--- src/design/sfr_pkg.sv ---
// Shared constants, types and helper functions of the stream find-and-replace block.
// Depends on nothing; used by every module of the block.
package sfr_pkg;

    localparam int MAX_FIND_LEN    = 8;
    localparam int MAX_REPLACE_LEN = 8;
    localparam int BYTE_W          = 8;
    localparam int LEN_W           = 4;
    localparam int PAT_W           = 64;
    localparam int DATA_W          = 64;
    localparam int ADDR_W          = 5;
    localparam int IDX_LSB         = 3;
    localparam int IDX_W           = ADDR_W - IDX_LSB;

    // Window occupancy counts 0..MAX_FIND_LEN.
    localparam int CNT_W = $clog2(MAX_FIND_LEN + 1);

    // The emit chain holds the most results a single byte can cause.
    localparam int EMIT_DEPTH = (MAX_FIND_LEN > MAX_REPLACE_LEN) ? MAX_FIND_LEN
                                                                 : MAX_REPLACE_LEN;
    localparam int EMIT_W     = $clog2(EMIT_DEPTH + 1);

    // Register map, one 64-bit register every 8 bytes.
    typedef enum logic [IDX_W-1:0] {
        REG_FIND_PAT = 2'd0,
        REG_FIND_LEN = 2'd1,
        REG_REPL_PAT = 2'd2,
        REG_REPL_LEN = 2'd3
    } t_reg_idx;

    // One result item as it travels through the emit chain.
    typedef struct packed {
        logic              valid;
        logic [BYTE_W-1:0] data;
        logic              has;
        logic              run_last;
        logic              str_end;
    } t_res;

    // Find length as used: zero reads as one, oversized values saturate.
    function automatic logic [CNT_W-1:0] eff_find_len(input logic [LEN_W-1:0] len);
        logic [CNT_W-1:0] res;
        if (len == '0) begin
            res = CNT_W'(1);
        end else if (int'(len) > MAX_FIND_LEN) begin
            res = CNT_W'(MAX_FIND_LEN);
        end else begin
            res = CNT_W'(len);
        end
        return res;
    endfunction

    // Replace length as used: oversized values saturate.
    function automatic logic [EMIT_W-1:0] eff_repl_len(input logic [LEN_W-1:0] len);
        logic [EMIT_W-1:0] res;
        if (int'(len) > MAX_REPLACE_LEN) begin
            res = EMIT_W'(MAX_REPLACE_LEN);
        end else begin
            res = EMIT_W'(len);
        end
        return res;
    endfunction

endpackage

--- src/design/sfr_win_cell.sv ---
// One cell of the pending-byte window: holds a byte, compares it with its pattern byte.
// Depends on sfr_pkg.
module sfr_win_cell (
    input  logic                      i_clk,
    input  logic                      i_we,
    input  logic                      i_take_in,
    input  logic                      i_shift,
    input  logic [sfr_pkg::BYTE_W-1:0] i_in_byte,
    input  logic [sfr_pkg::BYTE_W-1:0] i_pat_byte,
    input  logic [sfr_pkg::BYTE_W-1:0] i_next_cand,
    output logic [sfr_pkg::BYTE_W-1:0] o_cand,
    output logic                      o_eq
);

    logic [sfr_pkg::BYTE_W-1:0] r_byte;
    logic [sfr_pkg::BYTE_W-1:0] n_byte;

    // The window content with the incoming byte dropped into the free slot.
    assign o_cand = i_take_in ? i_in_byte : r_byte;
    assign o_eq   = (o_cand == i_pat_byte);

    // On a miss the window moves one place toward the oldest end.
    assign n_byte = i_shift ? i_next_cand : o_cand;

    // Window bytes need no reset; only slots below the count are ever read.
    always_ff @(posedge i_clk) begin
        if (i_we) begin
            r_byte <= n_byte;
        end
    end

endmodule

--- src/design/sfr_emit_cell.sv ---
// One cell of the emit chain: holds a result and passes it toward the output head.
// Depends on sfr_pkg.
module sfr_emit_cell (
    input  logic          i_clk,
    input  logic          i_rst_n,
    input  logic          i_load,
    input  logic          i_shift,
    input  sfr_pkg::t_res i_load_res,
    input  sfr_pkg::t_res i_next_res,
    output sfr_pkg::t_res o_res
);

    logic          r_valid;
    sfr_pkg::t_res r_res;
    sfr_pkg::t_res n_res;

    // A new burst loads the whole chain; otherwise the chain moves when the head leaves.
    // When the cell holds, its valid flag comes from the reset register.
    always_comb begin
        n_res       = r_res;
        n_res.valid = r_valid;
        if (i_load) begin
            n_res = i_load_res;
        end else if (i_shift) begin
            n_res = i_next_res;
        end
    end

    // The valid flag is control state and is reset.
    always_ff @(posedge i_clk) begin
        if (!i_rst_n) begin
            r_valid <= 1'b0;
        end else begin
            r_valid <= n_res.valid;
        end
    end

    // The payload carries no reset.
    always_ff @(posedge i_clk) begin
        r_res <= n_res;
    end

    always_comb begin
        o_res       = r_res;
        o_res.valid = r_valid;
    end

endmodule

--- src/design/stream_find_and_replace_top.sv ---
// Top level of the streaming find-and-replace block.
// Depends on sfr_pkg, sfr_win_cell and sfr_emit_cell.
//
// Usage: source bytes enter on the input channel (i_in_valid/o_in_ready, i_in_byte,
// i_in_last marks the final byte of a string). Output bytes leave on the output
// channel (o_out_valid/i_out_ready) with o_has_byte, o_run_last and o_string_end.
// The search and replacement strings and their lengths are written over the APB
// port while no string is in flight; writing the find length empties the window.
// The results of a byte are loaded into the emit chain when the byte is transferred
// and leave through the output register. Throughput: one byte per cycle while each
// byte causes at most one result and results are taken. A byte causing more sends
// them one per cycle while taken, stalling the input until the emit chain drains.
// The window is a row of cells compared in parallel, and the results of one byte
// are loaded into a second row of cells that shifts them out through an output
// register. A new byte is taken as soon as the emit chain drains, even while the
// output register is held by a stalled receiver.
// Reset empties the window, the emit chain and the output register, and loads the
// register reset values (find length one, replace length zero, zero patterns).
module stream_find_and_replace_top (
    input  logic                            i_clk,
    input  logic                            i_rst_n,
    // Source byte channel
    input  logic                            i_in_valid,
    output logic                            o_in_ready,
    input  logic [sfr_pkg::BYTE_W-1:0]      i_in_byte,
    input  logic                            i_in_last,
    // Result channel
    output logic                            o_out_valid,
    input  logic                            i_out_ready,
    output logic [sfr_pkg::BYTE_W-1:0]      o_out_byte,
    output logic                            o_has_byte,
    output logic                            o_run_last,
    output logic                            o_string_end,
    // Configuration port
    input  logic                            psel,
    input  logic                            penable,
    input  logic                            pwrite,
    input  logic [sfr_pkg::ADDR_W-1:0]      paddr,
    input  logic [sfr_pkg::DATA_W-1:0]      pwdata,
    output logic [sfr_pkg::DATA_W-1:0]      prdata,
    output logic                            pready
);

    localparam int NW = sfr_pkg::MAX_FIND_LEN;
    localparam int NE = sfr_pkg::EMIT_DEPTH;
    localparam int BW = sfr_pkg::BYTE_W;

    // Configuration registers
    logic [sfr_pkg::PAT_W-1:0] r_find_pat;
    logic [sfr_pkg::LEN_W-1:0] r_find_len;
    logic [sfr_pkg::PAT_W-1:0] r_repl_pat;
    logic [sfr_pkg::LEN_W-1:0] r_repl_len;
    logic                      cfg_wr;
    sfr_pkg::t_reg_idx         cfg_idx;

    // Window control
    logic [sfr_pkg::CNT_W-1:0] r_cnt;
    logic [sfr_pkg::CNT_W-1:0] n_cnt;
    logic [sfr_pkg::CNT_W-1:0] new_cnt;
    logic [sfr_pkg::CNT_W-1:0] flen;
    logic [sfr_pkg::EMIT_W-1:0] rlen;
    logic                      accept;
    logic                      full;
    logic                      hit;
    logic                      shift_win;
    logic                      marker;
    logic [NW-1:0]             eq;
    logic [NW-1:0]             cmp_en;
    logic [BW-1:0]             cand [NW];

    // Emit chain
    logic [sfr_pkg::EMIT_W-1:0] num_res;
    sfr_pkg::t_res             load_res [NE];
    sfr_pkg::t_res             chain    [NE];
    sfr_pkg::t_res             r_out;
    logic                      r_out_valid;
    logic                      move;

    // APB access: always ready, writes land in the access phase.
    assign pready  = 1'b1;
    assign cfg_wr  = psel && penable && pwrite && pready;
    assign cfg_idx = sfr_pkg::t_reg_idx'(paddr[sfr_pkg::ADDR_W-1:sfr_pkg::IDX_LSB]);

    always_ff @(posedge i_clk) begin
        if (!i_rst_n) begin
            r_find_pat <= '0;
            r_find_len <= sfr_pkg::LEN_W'(1);
            r_repl_pat <= '0;
            r_repl_len <= '0;
        end else if (cfg_wr) begin
            unique case (cfg_idx)
                sfr_pkg::REG_FIND_PAT: r_find_pat <= pwdata;
                sfr_pkg::REG_FIND_LEN: r_find_len <= pwdata[sfr_pkg::LEN_W-1:0];
                sfr_pkg::REG_REPL_PAT: r_repl_pat <= pwdata;
                sfr_pkg::REG_REPL_LEN: r_repl_len <= pwdata[sfr_pkg::LEN_W-1:0];
                default: ;
            endcase
        end
    end

    // Register read-back
    always_comb begin
        unique case (cfg_idx)
            sfr_pkg::REG_FIND_PAT: prdata = r_find_pat;
            sfr_pkg::REG_FIND_LEN: prdata = sfr_pkg::DATA_W'(r_find_len);
            sfr_pkg::REG_REPL_PAT: prdata = r_repl_pat;
            sfr_pkg::REG_REPL_LEN: prdata = sfr_pkg::DATA_W'(r_repl_len);
            default:               prdata = '0;
        endcase
    end

    assign flen = sfr_pkg::eff_find_len(r_find_len);
    assign rlen = sfr_pkg::eff_repl_len(r_repl_len);

    // Row of window cells. Each cell sees the incoming byte and its right neighbor.
    for (genvar i = 0; i < NW; i++) begin : g_win
        logic [BW-1:0] next_cand;

        if (i == NW - 1) begin : g_end
            assign next_cand = cand[i];
        end else begin : g_mid
            assign next_cand = cand[i+1];
        end

        assign cmp_en[i] = (sfr_pkg::CNT_W'(i) < flen);

        sfr_win_cell u_cell (
            .i_clk       (i_clk),
            .i_we        (accept),
            .i_take_in   (r_cnt == sfr_pkg::CNT_W'(i)),
            .i_shift     (shift_win),
            .i_in_byte   (i_in_byte),
            .i_pat_byte  (r_find_pat[BW*i +: BW]),
            .i_next_cand (next_cand),
            .o_cand      (cand[i]),
            .o_eq        (eq[i])
        );
    end

    // Window full check and match against the active part of the pattern.
    assign accept    = i_in_valid && o_in_ready;
    assign new_cnt   = r_cnt + sfr_pkg::CNT_W'(1);
    assign full      = (new_cnt == flen);
    assign hit       = full && (&(eq | ~cmp_en));
    assign shift_win = full && !hit;
    assign marker    = hit && i_in_last && (rlen == '0);

    // Window count: cleared on a match, at end of string and on a find-length write.
    always_comb begin
        n_cnt = r_cnt;
        if (cfg_wr && (cfg_idx == sfr_pkg::REG_FIND_LEN)) begin
            n_cnt = '0;
        end else if (accept) begin
            if (i_in_last || hit) begin
                n_cnt = '0;
            end else if (full) begin
                n_cnt = new_cnt - sfr_pkg::CNT_W'(1);
            end else begin
                n_cnt = new_cnt;
            end
        end
    end

    always_ff @(posedge i_clk) begin
        if (!i_rst_n) begin
            r_cnt <= '0;
        end else begin
            r_cnt <= n_cnt;
        end
    end

    // Number of results this byte causes.
    always_comb begin
        if (hit) begin
            if (rlen == '0) begin
                num_res = i_in_last ? sfr_pkg::EMIT_W'(1) : '0;
            end else begin
                num_res = rlen;
            end
        end else if (i_in_last) begin
            num_res = sfr_pkg::EMIT_W'(new_cnt);
        end else begin
            num_res = full ? sfr_pkg::EMIT_W'(1) : '0;
        end
    end

    // Burst of results: replacement bytes or a bare end marker on a match, else a window prefix.
    always_comb begin
        for (int k = 0; k < NE; k++) begin
            load_res[k].valid    = (sfr_pkg::EMIT_W'(k) < num_res);
            load_res[k].has      = !marker;
            load_res[k].run_last = (sfr_pkg::EMIT_W'(k + 1) == num_res);
            load_res[k].str_end  = (sfr_pkg::EMIT_W'(k + 1) == num_res) && i_in_last;
            load_res[k].data     = '0;
            if (hit) begin
                if (!marker && (k < sfr_pkg::MAX_REPLACE_LEN)) begin
                    load_res[k].data = r_repl_pat[BW*k +: BW];
                end
            end else if (k < NW) begin
                load_res[k].data = cand[k];
            end
        end
    end

    // Row of emit cells; the head feeds the output register.
    for (genvar k = 0; k < NE; k++) begin : g_emit
        sfr_pkg::t_res next_res;

        if (k == NE - 1) begin : g_end
            assign next_res = '0;
        end else begin : g_mid
            assign next_res = chain[k+1];
        end

        sfr_emit_cell u_cell (
            .i_clk      (i_clk),
            .i_rst_n    (i_rst_n),
            .i_load     (accept),
            .i_shift    (move),
            .i_load_res (load_res[k]),
            .i_next_res (next_res),
            .o_res      (chain[k])
        );
    end

    // The head moves out when the output register is empty or being taken.
    assign move = chain[0].valid && (!r_out_valid || i_out_ready);

    // A byte is taken once the chain is empty after this cycle's move.
    assign o_in_ready = !chain[0].valid || (!chain[1].valid && move);

    // Output register
    always_ff @(posedge i_clk) begin
        if (!i_rst_n) begin
            r_out_valid <= 1'b0;
        end else if (move) begin
            r_out_valid <= 1'b1;
        end else if (i_out_ready) begin
            r_out_valid <= 1'b0;
        end
    end

    always_ff @(posedge i_clk) begin
        if (move) begin
            r_out <= chain[0];
        end
    end

    assign o_out_valid  = r_out_valid;
    assign o_out_byte   = r_out.data;
    assign o_has_byte   = r_out.has;
    assign o_run_last   = r_out.run_last;
    assign o_string_end = r_out.str_end;

endmodule

--- config.mk ---
export PLATFORM = sky130hd
export DESIGN_NAME = stream_find_and_replace_top
export DESIGN_NICKNAME = d
export VERILOG_FILES = /design/src/design/sfr_pkg.sv /design/src/design/sfr_win_cell.sv /design/src/design/sfr_emit_cell.sv /design/src/design/stream_find_and_replace_top.sv
export SDC_FILE = /design/constraint.sdc
export NUM_CORES = 1
export LEC_CHECK = 0
export BUFFER_PORTS_ARGS = -buffer_cell sky130_fd_sc_hd__buf_4
export CAP_MARGIN = 15
export CORE_MARGIN = 8
export CORE_UTILIZATION = 60
export DETAILED_ROUTE_END_ITERATION = 6
export HOLD_SLACK_MARGIN = 0.15
export PLACE_DENSITY_LB_ADDON = 0.25
export SYNTH_ARGS = -nofsm -noshare
export SYNTH_HDL_FRONTEND = slang
export SYNTH_HIERARCHICAL = 1
export SYNTH_SLANG_ARGS = --single-unit
--- constraint.sdc ---
create_clock -name i_clk -period 5.53 [get_ports i_clk]
set_input_delay 1.659 -clock i_clk [delete_from_list [all_inputs] [get_ports i_clk]]
set_output_delay 1.659 -clock i_clk [all_outputs]
set_load 0.005 [all_outputs]
Yosys cells after proc, flatten, opt, wreduce, memory -nomap -nowiden
Cells that the tools add are included.
Word-level totals
  bits in writable memories: 0
  memories: 0
  register bits: 312
  latch bits: 0
  logic and storage cells: 206
  input port bits: 85
  memory bits (read-only): 0
  output and inout bits: 78
Operators by class
  div/mod/pow operators: 0
  bitwise operators: 3
  $add $sub $neg: 2
  order comparisons: 18
  $mul: 0
  reduce and logical (&&, ||, !) cells: 38
  eq/ne operators: 27
  shift-type cells: 0
  multiplexer cells: 60
Operators by type and width (number)
  $pmux W64 S4: 1
  $mux W8: 31
  $mux W12: 16
  $eq A8 B8 Y1: 8
  $lt A3 B4 Y1 const A: 8
  $mux W4: 8
  $logic_and A1 B1 Y1: 18
  $eq A3 B4 Y1 const A: 4
  $eq A4 B3 Y1 const B: 4
  $lt A1 B4 Y1 const A: 4
  $lt A2 B4 Y1 const A: 4
  $logic_not A4 Y1: 3
  $eq A2 B4 Y1 const A: 2
  $eq A4 B2 Y1 const B: 2
  $gt A4 B4 Y1 const B: 2
  $not A8 Y8: 1
  $or A8 B8 Y8: 1
  $reduce_and A2 Y1: 4
  $reduce_and A8 Y1: 1
  $logic_not A1 Y1: 5
  $add A4 B1 Y4 const B: 1
  $eq A1 B4 Y1 const A: 1
  $eq A2 B2 Y1 const B: 2
  $eq A4 B1 Y1 const B: 1
  10 further kinds: 16

Logic depth before layout (Yosys ltp)
Gate-level depths: netlist of the first run.
  depth in word-level cells: 13
  gate-level depth with buffers: 18

Modules after synthesis
The synthesis of the first run kept the hierarchy.
By module, submodules not included
  stream_find_and_replace_top: instances 1, cells each 1116, area an instance 8280.4 µm²
  sfr_emit_cell: instances 8, cells each 29, area an instance 561.8 µm²
  sfr_win_cell: instances 8, cells each 37, area an instance 559.3 µm²

Worst setup path after synthesis of the first run
OpenSTA, ideal clock, no wires.
  path kind: input to register
  start: input i_out_ready
  end: register g_emit[0].u_cell.r_res (netlist bit g_emit[0].u_cell/o_res[0]) (enable)
  arrival: 4.730 ns
  stages on the path: 6
  path buffers: 1
  setup time: 0.320 ns
  data required time: 5.210 ns
  path slack: 0.480 ns
  path through: nor2b_1 o21ai_0 nand2_1 inv_1 buf_6 or2_2
On the way
  longest elaborated chain between the ends: 6
RTL lines
  from (decl): line stream_find_and_replace_top.sv:29  | input logic i_out_ready,
  $logic_or A1 B1 Y1: line stream_find_and_replace_top.sv:227  | assign move = chain[0].valid && (!r_out_valid || i_out_ready);
  $logic_and A1 B1 Y1: line stream_find_and_replace_top.sv:227
  $logic_and A1 B1 Y1: line stream_find_and_replace_top.sv:230  | assign o_in_ready = !chain[0].valid || (!chain[1].valid && move);
  $logic_or A1 B1 Y1: line stream_find_and_replace_top.sv:230
  via o_in_ready: line stream_find_and_replace_top.sv:24  | output logic o_in_ready,
  $logic_and A1 B1 Y1: line stream_find_and_replace_top.sv:141  | assign accept = i_in_valid && o_in_ready;
  via accept: line stream_find_and_replace_top.sv:62  | logic accept;
  $reduce_bool A2 Y1 (no line)
  to (signal assigned): line sfr_emit_cell.sv:40  | r_res <= n_res;
  to (decl): line sfr_emit_cell.sv:14  | sfr_pkg::t_res r_res;
The timed path passes the listed nets, and every way through them passes these cells.
A chain may end at the register's enable or synchronous reset.

==> flow_summary.json, run 1 <==
{
  "critPathLaunch": "r_cnt[0]",
  "crit_type": "register to register",
  "cpMostUsedCell": "and2_1",
  "cts_setup_buffers": 0,
  "ctsHoldBuffers": 0,
  "hp-class": "register to register",
  "dr.pass1.iters": 6,
  "cts_sinks": 312,
  "num_io_pins": 163,
  "ys_async_sr_fraction_pct": 0,
  "port_buffers": 158,
  "regToRegStartpoint": "r_cnt[0]",
  "fillCellCount": 2148,
  "rows": 62,
  "cp-start-kind": "register",
  "area_delta_synth_final_pct": 14.6,
  "grt_remaining_overflow": 0,
  "min_from": "g_emit[0].u_cell/o_res[4]",
  "path_max_fanout": 13,
  "insertion_delay_ns": 0.51,
  "fp.dieArea_sq_um": 34400,
  "vias_per_cell": 5.77,
  "coreArea_sq_um": 28500,
  "synth.avg_cell_area_sq_um": 10.5,
  "dpl-instance-area_sq_um": 18600,
  "finalHoldViolCount": 0,
  "grt_max_degree": 99,
  "die_w_microns": 186,
  "avgRoutedWirePerCell_microns": 20.2,
  "synthDistinctLibCells": 59,
  "tritoncts": "done",
  "synth_seq_area_share_pct": 45.7,
  "syn_area_sq_um": 17200,
  "fin_cells": 2160,
  "antenna_found_initial": 0,
  "final-setup-viol-count": 0,
  "skew_ns": 0.0175,
  "antenna_cells": 0,
  "synth-main-ff-cell": "edfxtp_1",
  "initial_core_util_pct": 60.6,
  "outcome": "finished, final reports clean",
  "max_cap_viol_count": 0,
  "ant_nets": 0,
  "total_power_w": 0.00595,
  "drive_above_1_share_pct": 28.0,
  "ctsResizeCount": 0,
  "critPathSlowestCell": "dfxtp_1",
  "ys_seq_elements": 312,
  "slowest_delay_ns": 0.56,
  "slew_viol_final": 0,
  "numCtsBuffers": 34,
  "path_cells": "ha_1, and2_1, mux2_4, xnor2_1, nand4_1, nor2_1, nand3_1, o22a_1, or4_1, o311ai_1, and2_1, nor4_1, mux2_2",
  "drt-total-wl_mm": 43.6,
  "grt_pass1_vias": 12580,
  "timing.fmax_ghz": 0.199,
  "vias": 12469,
  "dpl.cell_count": 2100,
  "layout_min_cycle_time_ns": 5.03,
  "synth_edf_count": 163,
  "setup_tns_ns": 0,
  "cts.path.max_buffers": 3,
  "critPathRequiredTime_ns": 5.77,
  "ctsRootBufferMaster": "clkbuf_16",
  "synth_cells": 1644,
  "yosysWarnings": 6,
  "rsz0062_at_grt": "no",
  "dieHeight_microns": 186,
  "grtUsageTotal_pct": 25.2,
  "setup.worst_path.end_class": "register",
  "clkTransAtPathRegs_ns": 0.06,
  "grt_pass1_wl_mm": 68.6,
  "route.detailed.drc": 0,
  "fin_area_sq_um": 19800,
  "period_share_pct": 90.9,
  "irDropWorstVdd_v": 0.000217,
  "gp_congestion": 0.884,
  "drt-initial-drc-count": 938,
  "slew_headroom_pct": 36.3,
  "nets": 1842,
  "htree_levels": 2,
  "crit_arrival_ns": 5.27,
  "tightest_slew_ns": 0.951,
  "dp_hpwl_mm": 30.3,
  "cellLeakagePower_nw": 7.84,
  "power.density_nw_per_um2": 301
}
-- layout by cell type, fill, tap and decap left out, types with 6 or more instances in the layout --
| cell type | n |
|---|---|
| nand2_1 | 402 |
| buf_4 | 175 |
| edfxtp_1 | 163 |
| dfxtp_1 | 149 |
| mux2_4 | 136 |
| a21boi_0 | 131 |
| mux2_2 | 89 |
| nor2_1 | 78 |
| nand3_1 | 77 |
| mux2i_1 | 64 |
| xnor2_1 | 57 |
| clkbuf_16 | 35 |
| nand4_1 | 19 |
| conb_1 | 13 |
| nor4_1 | 11 |
| a21oi_1 | 10 |
| and2_1 | 10 |
| nor3_1 | 10 |
| or2_2 | 10 |
| xnor2_2 | 9 |
| o211a_1 | 9 |
| inv_1 | 8 |
| or2b_1 | 8 |
| nor2b_1 | 7 |
| buf_12 | 6 |
-- cell type report --
type | instances | area, sq um | area share (%)
clock buffers | 46 | 960 | 4.85
well taps | 384 | 480 | 2.43
clock inverters | 14 | 194 | 0.981
repair buffers | 181 | 1430 | 7.25
flip-flops and latches | 312 | 7880 | 39.8
inverters | 9 | 38.8 | 0.196
multi-input cells | 1214 | 8790 | 44.5
-- layer usage --
layer / global-route usage, % / vias to the layer above / wire (microns)
met2: 43.6 / 458 / 21200
met4: 9.15 / 0 / 1480
met5: 0 / - / 0
li1: - / 5930 / -
met3: 4.27 / 77 / 2800
met1: 31.4 / 6004 / 18100
-- cells in the mapped netlist (all sizes together) (4+ instances only) --
cell type / count / area share (%)
o21ai: 5 / 0.15
or2b: 8 / 0.35
mux2i: 64 / 3.7
clkbuf: 67 / 1.5
o211a: 9 / 0.52
buf: 53 / 2.2
a21oi: 10 / 0.29
xnor2: 66 / 3.7
edfxtp: 163 / 28
nor4: 12 / 0.44
or2: 10 / 0.36
nor2b: 8 / 0.29
dfxtp: 149 / 17
mux2: 225 / 18
nand3: 78 / 2.3
a21boi: 133 / 5.8
nand4: 19 / 0.69
ha: 5 / 0.36
nor2: 80 / 1.7
inv: 9 / 0.20
nand2: 403 / 8.8
o211ai: 6 / 0.29
mux4: 4 / 0.52
and2: 10 / 0.36
nor3: 12 / 0.35
-- critical path: cells and delay by family (launching register included) --
family	cells	cell delay [ns]
AOI/OAI and AO/OA	2	0.69
xor gates and xnor gates	1	0.17
adders and majority gates	1	0.35
DFF	1	0.56
muxes	2	0.71
and+or+nand+nor	7	2.27
-- final timing paths --
kind	endpoint	slack, ns	cells past startpoint
max	g_emit[5].u_cell/o_res[0]	0.50	13
min	o_out_byte[1]	0.42	0
max reg2reg	g_emit[5].u_cell/o_res[0]	0.50	13
min reg2reg	o_out_byte[1]	0.42	0
-- power breakdown --
group          total (W)  switching [W]  internal, W
clock network    0.00235       0.000905      0.00145
registers        0.00274      0.0000653      0.00267
logic           0.000860       0.000423     0.000437
-- registers in the layout, summed over array words and instances (netlist names) --
name,flops
r_repl_len,4
r_find_len,4
o_out_byte,8
o_has_byte,1
o_out_valid,1
r_repl_pat,64
o_string_end,1
r_cnt,4
g_win.u_cell/r_byte,64
g_emit.u_cell/o_res,88
g_emit.u_cell/r_valid,8
r_find_pat,64
o_run_last,1
-- stage by stage --
step                      hold WS (ns)  util [%]  setup WS, ns
after floorplan                  0.400         -         0.480
after global placement           0.403      65.4         0.291
after detailed placement         0.405      65.4         0.268
after CTS                        0.423      69.5         0.594
after global routing             0.427      69.5         0.232
final                            0.420      69.5         0.503
-- cells by family (layout without fill, tap and decap cells) --
family          after synthesis  in the layout  synth area share, %
mux                         293            293                 21.9
xor+xnor                     69             69                 3.90
other cells                   2             13               0.0435
flops                       312            312                 45.7
simple gates                649            649                 16.0
buf+inv                     129            250                 3.86
fa+ha+maj                     5              5                0.363
compound gates              185            185                 8.26
(Power assumes the default switching activity.)
==> inputs of run 2 (changes only) <==
--- a/config.mk
+++ b/config.mk
@@ -9,6 +9,7 @@
 export CAP_MARGIN = 15
 export CORE_MARGIN = 8
 export CORE_UTILIZATION = 60
+export CTS_BUF_LIST = sky130_fd_sc_hd__clkbuf_8 sky130_fd_sc_hd__clkbuf_16
 export DETAILED_ROUTE_END_ITERATION = 6
 export HOLD_SLACK_MARGIN = 0.15
 export PLACE_DENSITY_LB_ADDON = 0.25
==> run 2 against run 1 <==
Net effect: sequential share of layout area is essentially flat; critical path depth is the same; global-route usage is the same; final cell count is the same; via count is essentially flat; clock skew shrank 0.00074 ns; clock power is essentially flat; critical endpoint unchanged; largest cell class unchanged.
==> flow_summary.json, run 2 (synthesized netlist as in run 1, its figures left out) <==
{
  "timing.fmax_ghz": 0.197,
  "dp_slack_ns": 0.268,
  "skew_ns": 0.0167,
  "multi_input_area_sq_um": 8790,
  "tritoncts": "done",
  "slew_viol_final": 0,
  "dp_hpwl_mm": 30.3,
  "seq_power_share_pct": 46.1,
  "grt_pass1_wl_mm": 68.6,
  "setup_tns_ns": 0,
  "ctsResizeCount": 0,
  "drive_above_1_share_pct": 27.9,
  "final_cell_mix": "402 x nand2_1, 175 x buf_4, 163 x edfxtp_1, 149 x dfxtp_1, 136 x mux2_4",
  "rsz0062_at_grt": "no",
  "period_share_pct": 91.6,
  "crit_arrival_ns": 5.31,
  "dieHeight_microns": 186,
  "tightest_slew_ns": 0.969,
  "ctsRootBufferMaster": "clkbuf_16",
  "fillCellCount": 2149,
  "insertion_delay_ns": 0.51,
  "fp.dieArea_sq_um": 34400,
  "die_w_microns": 186,
  "p_sw_share_pct": 23.5,
  "seqCellArea_sq_um": 7880,
  "switchingPower_w": 0.00140,
  "rows": 62,
  "p_int_w": 0.00454,
  "htree_levels": 2,
  "fin_cells": 2160,
  "port_buffers": 158,
  "drt-initial-drc-count": 933,
  "drt-total-wl_mm": 43.5,
  "critPathRequiredTime_ns": 5.77,
  "numCtsBuffers": 34,
  "path_max_fanout": 13,
  "num_io_pins": 163,
  "layout_min_cycle_time_ns": 5.07,
  "setup.worst_path.end_class": "register",
  "irDropWorstVdd_v": 0.000217,
  "final-setup-viol-count": 0,
  "max_cap_viol_count": 0,
  "cellLeakagePower_nw": 7.86,
  "clkTransAtPathRegs_ns": 0.06,
  "initial_core_util_pct": 60.6,
  "postLayoutSetupSlackWorst_ns": 0.465,
  "dpl.cell_count": 2100,
  "vias": 12477,
  "grt_pass1_vias": 12580,
  "area_delta_synth_final_pct": 14.6,
  "gp_congestion": 0.884,
  "grt_max_degree": 99,
  "cts.path.max_buffers": 3,
  "cts_sinks": 312,
  "avgRoutedWirePerCell_microns": 20.2,
  "largest_register_ff_count": 88,
  "finalHoldViolCount": 0,
  "vias_per_cell": 5.78,
  "ant_nets": 0,
  "antenna_found_initial": 0,
  "power.density_nw_per_um2": 300,
  "coreArea_sq_um": 28500,
  "holdWs_ns": 0.420,
  "route.detailed.drc": 0,
  "cp-start-kind": "register",
  "layout_commonest_cell": "nand2_1",
  "nets": 1842,
  "crit_type": "register to register",
  "pwr-share-comb_pct": 14.5,
  "slew_headroom_pct": 35.1,
  "outcome": "finished, final reports clean",
  "cts_setup_buffers": 0,
  "grtUsageTotal_pct": 25.2,
  "antenna_cells": 0,
  "dr.pass1.iters": 5,
  "clkPwrFrac_pct": 39.4,
  "ctsHoldBuffers": 0,
  "hp-class": "register to register",
  "total_power_w": 0.00593,
  "grt_remaining_overflow": 0
}
==> run 2: critical path: stages, from the launching register on <==
cell and delay [ns]:
dfxtp_1 0.57, ha_1 0.36, and2_1 0.53, mux2_4 0.40, xnor2_1 0.17, nand4_1 0.13, nor2_1 0.31, nand3_1 0.20
o22a_1 0.25, or4_1 0.48, o311ai_1 0.47, and2_1 0.50, nor4_1 0.13, mux2_2 0.31
==> run 2: routing by layer <==
layer	wire length (microns)	global-route usage [%]
met4	1480	9.15
met5	0	0
met3	2750	4.27
met1	18100	31.4
met2	21200	43.6
==> run 2: worst paths after layout <==
path                             startpoint                   endpoint  slack [ns]  depth (start not counted)
hold / removal    g_emit[0].u_cell/o_res[4]              o_out_byte[1]        0.42                          0
setup / recovery                   r_cnt[0]  g_emit[5].u_cell/o_res[0]        0.46                         13
setup reg to reg                   r_cnt[0]  g_emit[5].u_cell/o_res[0]        0.46                         13
hold reg to reg   g_emit[0].u_cell/o_res[4]              o_out_byte[1]        0.42                          0
==> run 2: power groups by stage <==
stage	logic, W	registers (W)	clock network, W
final	0.000858	0.00274	0.00234
after global routing	0.000917	0.00275	0.00246
after CTS	0.000855	0.00274	0.00236
after detailed placement	0.000848	0.00279	0
after global placement	0.000828	0.00278	0
after floorplan	0.000626	0.00276	0
==> run 2: cell type report <==
class,instances,area share [%]
inverter,9,0.196
multi-input combinational,1214,44.5
sequential,312,39.8
clock inverter,21,1.11
clock buffer,39,4.71
timing repair buffer,181,7.25
tap,384,2.43
==> run 2: per-stage QoR <==
step           utilization, %  cell area (sq um)
6_report                 69.4              19800
5_1_grt                  69.4              19800
4_1_cts                  69.4              19800
3_5_place_dp             65.4              18600
3_3_place_gp             65.4              18600
2_1_floorplan               -              17300
